$ cat src/rtl/nsr_pkg.sv
// shared types and constants for the nav slot insert-or-refresh block
`default_nettype none

package nsr_pkg;

  localparam logic [3:0]  KIND_FREE     = 4'hF;
  localparam logic [31:0] REF_SKIP      = 32'hFFFF_FFFF;
  localparam logic [15:0] MARKER_SKIP   = 16'hFFFF;

  localparam logic [1:0]  OUT_UNTOUCHED = 2'd0;
  localparam logic [1:0]  OUT_REFRESHED = 2'd1;
  localparam logic [1:0]  OUT_PLACED    = 2'd2;
  localparam logic [1:0]  OUT_FULL      = 2'd3;

  typedef struct packed {
    logic signed [3:0]  kind;
    logic signed [31:0] reference;
    logic signed [15:0] marker;
    logic [31:0]        height;
  } nsr_req_t;

  typedef struct packed {
    logic serve;   // player present and request not skipped
    logic commit;  // beat leaves the input stage this cycle
  } nsr_ctl_t;

  typedef struct packed {
    logic [1:0] outcome;
    logic [1:0] slot;
  } nsr_res_t;

endpackage

`default_nettype wire

$ cat src/rtl/nsr_player_table.sv
// one player's slot table with parallel lookup and registered update
`default_nettype none

module nsr_player_table
  import nsr_pkg::*;
#(
  parameter int SLOTS = 4
) (
  input  wire logic     clk,
  input  wire logic     rst_n,
  input  wire nsr_req_t req,
  input  wire nsr_ctl_t ctl,
  output nsr_res_t      res
);

  localparam int SIDX_W = (SLOTS > 1) ? $clog2(SLOTS) : 1;

  logic [3:0]  kind_r   [SLOTS];
  logic [31:0] ref_r    [SLOTS];
  logic [15:0] marker_r [SLOTS];
  logic [31:0] height_r [SLOTS];

  logic [SLOTS-1:0]  match;
  logic [SLOTS-1:0]  free;
  logic              hit;
  logic              any_free;
  logic [SIDX_W-1:0] hit_idx;
  logic [SIDX_W-1:0] free_idx;
  logic [SIDX_W-1:0] sel_idx;
  logic [SIDX_W+1:0] sel_ext;

  always_comb begin
    for (int s = 0; s < SLOTS; s++) begin
      match[s] = (kind_r[s] == req.kind) && (ref_r[s] == req.reference);
      free[s]  = (kind_r[s] == KIND_FREE);
    end
    // lowest matching slot wins
    hit     = 1'b0;
    hit_idx = '0;
    for (int s = SLOTS - 1; s >= 0; s--) begin
      if (match[s]) begin
        hit     = 1'b1;
        hit_idx = SIDX_W'(s);
      end
    end
    // highest free slot wins
    any_free = 1'b0;
    free_idx = '0;
    for (int s = 0; s < SLOTS; s++) begin
      if (free[s]) begin
        any_free = 1'b1;
        free_idx = SIDX_W'(s);
      end
    end
    sel_idx = hit ? hit_idx : free_idx;
    sel_ext = {2'b00, sel_idx};
    if (!ctl.serve) begin
      res.outcome = OUT_UNTOUCHED;
      res.slot    = 2'd0;
    end else if (hit) begin
      res.outcome = OUT_REFRESHED;
      res.slot    = sel_ext[1:0];
    end else if (any_free) begin
      res.outcome = OUT_PLACED;
      res.slot    = sel_ext[1:0];
    end else begin
      res.outcome = OUT_FULL;
      res.slot    = 2'd0;
    end
  end

  // kind and reference take part in lookup, so they reset
  always_ff @(posedge clk) begin
    for (int s = 0; s < SLOTS; s++) begin
      if (!rst_n) begin
        kind_r[s] <= KIND_FREE;
        ref_r[s]  <= '0;
      end else if (ctl.serve && ctl.commit && !hit && any_free &&
                   (free_idx == SIDX_W'(s))) begin
        kind_r[s] <= req.kind;
        ref_r[s]  <= req.reference;
      end
    end
  end

  always_ff @(posedge clk) begin
    for (int s = 0; s < SLOTS; s++) begin
      if (ctl.serve && ctl.commit && (hit || any_free) &&
          (sel_idx == SIDX_W'(s))) begin
        marker_r[s] <= req.marker;
        height_r[s] <= req.height;
      end
    end
  end

endmodule

`default_nettype wire

$ cat src/rtl/nav_slot_insert_or_refresh.sv
// top level: nav slot insert-or-refresh for two local players
// an accepted beat passes the input register and then the result register to out_valid; out_stall can hold it
// throughput: one beat per cycle while out_stall is low, with combinational table lookup and registered update
// the table update happens as a beat leaves the input register, so the next beat sees it
// reset (synchronous, rst_n low): all slots free with reference zero, both stages empty
`default_nettype none

module nav_slot_insert_or_refresh
  import nsr_pkg::*;
#(
  parameter int SLOTS_PER_PLAYER = 4
) (
  input  wire logic               clk,
  input  wire logic               rst_n,
  // input channel
  input  wire logic               in_valid,
  output logic                    in_stall,
  input  wire logic [1:0]         in_present_mask,
  input  wire logic signed [3:0]  in_point_kind,
  input  wire logic signed [31:0] in_target_reference,
  input  wire logic signed [15:0] in_marker_index,
  input  wire logic [31:0]        in_height_bits,
  // result channel
  output logic                    out_valid,
  input  wire logic               out_stall,
  output logic [1:0]              out_outcome_zero,
  output logic [1:0]              out_slot_zero,
  output logic [1:0]              out_outcome_one,
  output logic [1:0]              out_slot_one
);

  // input register stage
  logic       s1_valid_r;
  logic [1:0] s1_mask_r;
  nsr_req_t   s1_req_r;

  // result register stage
  logic       out_valid_r;
  nsr_res_t   res0_r;
  nsr_res_t   res1_r;

  logic       move;      // beat goes from input stage to result stage
  logic       req_ok;    // neither reference nor marker is the skip code
  nsr_ctl_t   ctl0;
  nsr_ctl_t   ctl1;
  nsr_res_t   res0;
  nsr_res_t   res1;

  // result stage frees up when empty or being drained this cycle
  assign move     = s1_valid_r && (!out_valid_r || !out_stall);
  assign in_stall = s1_valid_r && !move;

  assign req_ok = (s1_req_r.reference != REF_SKIP) && (s1_req_r.marker != MARKER_SKIP);

  assign ctl0.serve  = s1_mask_r[0] && req_ok;
  assign ctl0.commit = move;
  assign ctl1.serve  = s1_mask_r[1] && req_ok;
  assign ctl1.commit = move;

  // input register: loads whenever it is empty or its beat moves on
  always_ff @(posedge clk) begin
    if (!rst_n) begin
      s1_valid_r <= 1'b0;
    end else if (!in_stall) begin
      s1_valid_r <= in_valid;
    end
  end

  always_ff @(posedge clk) begin
    if (in_valid && !in_stall) begin
      s1_mask_r          <= in_present_mask;
      s1_req_r.kind      <= in_point_kind;
      s1_req_r.reference <= in_target_reference;
      s1_req_r.marker    <= in_marker_index;
      s1_req_r.height    <= in_height_bits;
    end
  end

  // player 0 owns its own table, player 1 likewise
  nsr_player_table #(
    .SLOTS (SLOTS_PER_PLAYER)
  ) u_table0 (
    .clk   (clk),
    .rst_n (rst_n),
    .req   (s1_req_r),
    .ctl   (ctl0),
    .res   (res0)
  );

  nsr_player_table #(
    .SLOTS (SLOTS_PER_PLAYER)
  ) u_table1 (
    .clk   (clk),
    .rst_n (rst_n),
    .req   (s1_req_r),
    .ctl   (ctl1),
    .res   (res1)
  );

  // result register
  always_ff @(posedge clk) begin
    if (!rst_n) begin
      out_valid_r <= 1'b0;
    end else if (move) begin
      out_valid_r <= 1'b1;
    end else if (!out_stall) begin
      out_valid_r <= 1'b0;
    end
  end

  always_ff @(posedge clk) begin
    if (move) begin
      res0_r <= res0;
      res1_r <= res1;
    end
  end

  assign out_valid        = out_valid_r;
  assign out_outcome_zero = res0_r.outcome;
  assign out_slot_zero    = res0_r.slot;
  assign out_outcome_one  = res1_r.outcome;
  assign out_slot_one     = res1_r.slot;

  // a beat that moves always shows up as a result next cycle
  a_move_fills_output : assert property (@(posedge clk) disable iff (!rst_n)
    move |=> out_valid_r)
    else $error("moved beat did not reach the result stage");

  // a skipped request leaves both players untouched
  a_skip_untouched : assert property (@(posedge clk) disable iff (!rst_n)
    (move && !req_ok) |=> (res0_r.outcome == OUT_UNTOUCHED &&
                           res1_r.outcome == OUT_UNTOUCHED))
    else $error("skipped request changed an outcome");

  // absent player 0 gets no outcome
  a_absent_untouched : assert property (@(posedge clk) disable iff (!rst_n)
    (move && !s1_mask_r[0]) |=> (res0_r.outcome == OUT_UNTOUCHED && res0_r.slot == 2'd0))
    else $error("absent player 0 reported an outcome");

  // player 1's untouched or full results carry slot zero
  a_slot_zero_when_idle : assert property (@(posedge clk) disable iff (!rst_n)
    (out_valid_r && (res1_r.outcome == OUT_UNTOUCHED || res1_r.outcome == OUT_FULL))
      |-> (res1_r.slot == 2'd0))
    else $error("player 1 slot nonzero without a write");

endmodule

`default_nettype wire

$ cat config.mk
export PLATFORM = sky130hd
export DESIGN_NAME = nav_slot_insert_or_refresh
export DESIGN_NICKNAME = d
export VERILOG_FILES = /design/src/rtl/nsr_pkg.sv /design/src/rtl/nsr_player_table.sv /design/src/rtl/nav_slot_insert_or_refresh.sv
export SDC_FILE = /design/constraint.sdc
export NUM_CORES = 1
export LEC_CHECK = 0
export BUFFER_PORTS_ARGS = -buffer_cell sky130_fd_sc_hd__buf_4
export CELL_PAD_IN_SITES_DETAIL_PLACEMENT = 0
export CELL_PAD_IN_SITES_GLOBAL_PLACEMENT = 1
export CORE_MARGIN = 4
export CORE_UTILIZATION = 39
export CTS_CLUSTER_SIZE = 12
export DETAILED_ROUTE_END_ITERATION = 8
export PLACE_DENSITY_LB_ADDON = 0.12
export SYNTH_ARGS = -nofsm -noshare
export SYNTH_HDL_FRONTEND = slang
export SYNTH_SLANG_ARGS = --single-unit
$ cat constraint.sdc
create_clock -name clk -period 13.1 [get_ports clk]
set_input_delay 0.655 -clock clk [delete_from_list [all_inputs] [get_ports clk]]
set_output_delay 0.655 -clock clk [all_outputs]
set_load 0.01 [all_outputs]
# Yosys cells after proc, flatten, opt, wreduce, memory -nomap -nowiden
# Memories as Yosys holds them, arrays and structs flattened.
# Cells that the tools add are included.
# totals
ram_bits	288
reg_bits	64
mem_count	4
# op_classes
n_eq_ne	33
bitwise_logic	18
mux	79
reduce_logical	39
# mem_list
name	words	word_bits	rd	rd_clocked_by_memory_dff	write_ports	line	text
u_table0.ref_r	4	32	4	0	4	nsr_player_table.sv:19	logic [31:0] ref_r [SLOTS];
u_table1.ref_r	4	32	4	0	4	nsr_player_table.sv:19	
u_table0.kind_r	4	4	4	0	4	nsr_player_table.sv:18	logic [3:0] kind_r [SLOTS];
u_table1.kind_r	4	4	4	0	4	nsr_player_table.sv:18	
# op_table
operator	count
== test 32 bit	8
two-way mux 32 bit	8
two-way mux 1 bit	45
== test 4 bit	8
== test 4 bit, second input constant	8
two-way mux 4 bit	8
inequality test 32 bit, second input constant	1
logical AND 1 bit	28
two-way mux 2 bit	14
inequality test 16 bit, second input constant	1
OR 1 bit	16
two-way mux 3 bit	4
== test 2 bit, second input constant	4
zero test 1 bit	6
== test 2 x 1 -> 1 bit, second input constant	2
zero test 2 bit	2
OR reduction 2 bit	2
inequality test 2 x 1 -> 1 bit, second input constant	1
NOT 1 bit	2
logical OR 1 bit	1

# Depth between registers and ports, before layout
# An unclocked memory read counts as a cell.
# depth
word_depth	15
ltp_mapped	9
depth_no_buf	6

# Cells and area by module
# Synthesis repeated with hierarchy kept, for this count alone.
# unflattened
cells_unflattened	1364
hier_area_um2	17750.8
# modules_own_cells
module	n_inst	cells_per_inst	area_per_inst_um2
nsr_player_table at u_table1	1	622	7374.6
nsr_player_table at u_table0	1	622	7347.0
nav_slot_insert_or_refresh	1	120	3029.2

# Worst setup path after synthesis
# OpenSTA, ideal clock, no wires.
# synth_path
path_kind	register to register
from	register s1_req_r[74] in the netlist's numbering
to	memory u_table0.kind_r[0][0] (enable)
stages_incl_launch_ff	9
arrival_time_ps	4132
setup_ps	479
setup_slack_ps	8489
synth_period_minus_slack_ps	4611
path_cell_list	edfxtp_1 > buf_2 > nand4_1 > or4_4 > o211ai_2 > a311oi_1 > nand4b_2 > buf_6 > o21ai_0
# synth_rtl
item	line	text
from (decl)	nav_slot_insert_or_refresh.sv:35	nsr_req_t s1_req_r;
to (decl)	nsr_player_table.sv:18	

==> run metrics <==
DRT Pass-1 Iters 5; worst-case clock buffer depth 3; Worst Tran Pin Value 1.147 ns; commonest cells in the netlist 350 x edfxtp_1, 264 x nor3_1, 200 x xnor2_1, 88 x xor2_1, 72 x nand4_1; YS warnings 0; core area 41950 um^2; Initial Util 0.3950; clock buffer count from CTS 43; top layer in use met4; Min-Delay Path Class in2reg; CTS tree yes; register bit total from synthesis 352; Hold-fix buffers, CTS 0; fraction of registers with async set/reset 0; drt drc 0; ys flop type edfxtp_1; vias in the first global route between 10000 and 15000; row count 75; total length of routed wires 53.66 mm; Min Clock Period, post-route 5.214 ns; first-pass GRT wire length 75.62 mm; unrepaired setup endpoints after global routing no; synthesized cell area 16570 um^2; Die ar. 45840 um^2; io pins 100; via count 10640; antenna viol nets, final 0; Synth area leader edfxtp_1; initial antenna violation count 0; area grow syn2layout 12.66%; clock sinks about 350; Vias per Instance 5.708; met3 WL post-DR 3.955 mm; Req. time, crit path 13.37 ns; final worst slack a little under 8 ns; Detailed Place HPWL between 30 and 40 mm; post-synthesis cell type count 40; post-place setup slack 7.840 ns; post-synthesis mux area share 0; XOR/XNOR Fraction of Synth Area 0.1523; Crit Path Max Fanout 71; clock root cell clkbuf_16; chip width between 200 and 250 um; Die Height 214.1 um; # nets final 1380; worst clock skew about 0.022 ns; Leak 5.769 nW; clk slew on worst S/H paths 0.06 ns; top post-synthesis cells by area edfxtp_1 63%, xnor2_1 11%, nor3_1 8.0%; max_cap viols 0; DRT iter0 DRCs 1033; DR WL/cell about 29 um; area share of the largest cell type after synthesis 0.6344; Slew Limit Fails 0; Setup CP Type reg2reg; H-tree levels 2; PwrDens 141.0 nW/um^2; fmax 0.1918 GHz; total track usage 0.2287; share of cells above drive strength 1 0.1390; outcome completed; Peak VDD IR between 0.09 and 0.1 mV; GPL Wtd Cong 0.8004; Min Hold Slack 0.2606 ns; Final setup violation count 0; post-route clock period utilization 0.3980; M1 wire length 22.95 mm; total grt overflow 0; Port Buffers 67; sequential fraction of the synthesis area 0.6368; compound-cell area share of the yosys netlist 0.01329; pin count of the biggest net entering global routing 90; most frequent cell after synthesis edfxtp_1; Critical Path Start Type flip-flop; final hold vios 0; Post-synth EDFFs 350; post-CTS resize count 0; element type at the critical path end flip-flop; relative slew slack 0.2286; Clk Latency, worst-skew pair 0.57 ns; Post-Syn Nets around 1300; Simple-Gate Fraction of Synth Area 0.1544; Worst EP arrival 5.48 ns; Fin Setup TNS 0 ns; Syn Area/Cell around 13 um^2; post-CTS setup buffers 0; Post-Syn Instances 1252; Routed met2 length 25.08 mm; Synth Area in Adders 0; largest family of logic cells by synthesized area simple AND/OR/NAND/NOR gates
==> cells by family (layout without fill, tap and decap cells) <==
kind of cell	count (synthesis)	in the layout
DFF	352	352
xor gates and xnor gates	288	288
AOI/OAI and AO/OA	28	28
other	0	1
buffers and inverters	108	180
and+or+nand+nor	476	476
==> flip-flops by register name, summed over array words and instances (netlist names) <==
register,flops
u_table0.ref_r,128
u_table1.ref_r,128
s1_req_r,52
u_table0.kind_r,16
u_table1.kind_r,16
out_outcome_one,2
out_outcome_zero,2
out_slot_one,2
out_slot_zero,2
s1_mask_r,2
out_valid,1
s1_valid_r,1
==> cell usage in the layout, fill, tap and decap left out, types with 4 or more instances in the layout <==
cell       Yosys  routed
a311oi_1       4       4
a31o_2         4       4
and4_1         4       4
buf_4         35     100
clkbuf_1      30      12
clkbuf_16      0      45
clkinv_1       0      13
clkinv_2       0       8
edfxtp_1     350     350
nand2_1       38      38
nand3_1       30      30
nand3_2        4       4
nand4_1       72      72
nor2_1        12      12
nor2b_1        6       5
nor3_1       264     264
nor4_1        28      28
o21ai_4        0       8
o21ba_2        4       4
xnor2_1      200     200
xor2_1        88      88
==> worst paths after layout <==
kind	startpoint	end	slack, ns	cells past startpoint
setup / recovery	s1_req_r[68]	u_table0.ref_r[1][9]	7.89	8
hold / removal	in_target_reference[17]	s1_req_r[65]	0.26	1
setup reg to reg	s1_req_r[68]	u_table0.ref_r[1][9]	7.89	8
hold reg to reg	s1_valid_r	out_valid	0.52	2
==> worst max-delay path, stage by stage (launching register included) <==
cell and delay, ns:
edfxtp_1 0.87, xor2_1 0.15, nor4_1 0.74, nand4_1 0.41, nor4_2 0.76, nand4b_4 0.28
buf_4 0.64, buf_4 0.76, nor3_1 0.15
==> cell type report <==
| type | instances | area [um^2] |
|---|---|---|
| Clock buffer | 57 | 1171 |
| Antenna cell | 1 | 2.502 |
| Tap cell | 539 | 674.4 |
| Multi-Input combinational cell | 792 | 5415 |
| Clock inverter | 22 | 96.34 |
| Inverter | 1 | 3.754 |
| Timing Repair Buffer | 100 | 750.7 |
| Sequential cell | 352 | 10550 |
| Fill cell | 3836 | 23280 |
==> report_power, final <==
part | total [W] | switching, W | internal (W)
clock network | 0.00109 | 0.000469 | 0.000625
registers | 0.00132 | 0.0000398 | 0.00129
logic | 0.000213 | 0.000140 | 0.0000736
total | 0.00263 | 0.000648 | 0.00198
==> routing by layer <==
metal	vias up	global-route usage
met4	0	0.07910
met3	79	0.03954
met5	-	0
li1	4733	-
met2	382	0.3655
met1	5445	0.3179
==> through the flow <==
stage	power [W]	instances	util	cell area, um^2
6_report	0.002632	1864	0.4450	18660
5_1_grt	0.002710	1863	0.4449	18660
4_1_cts	0.002654	1863	0.4449	18660
3_5_place_dp	0.001563	1784	0.4147	17390
3_3_place_gp	0.001561	1784	0.4147	17390
2_1_floorplan	0.001473	1252	-	16570
(Power assumes the default switching activity.)
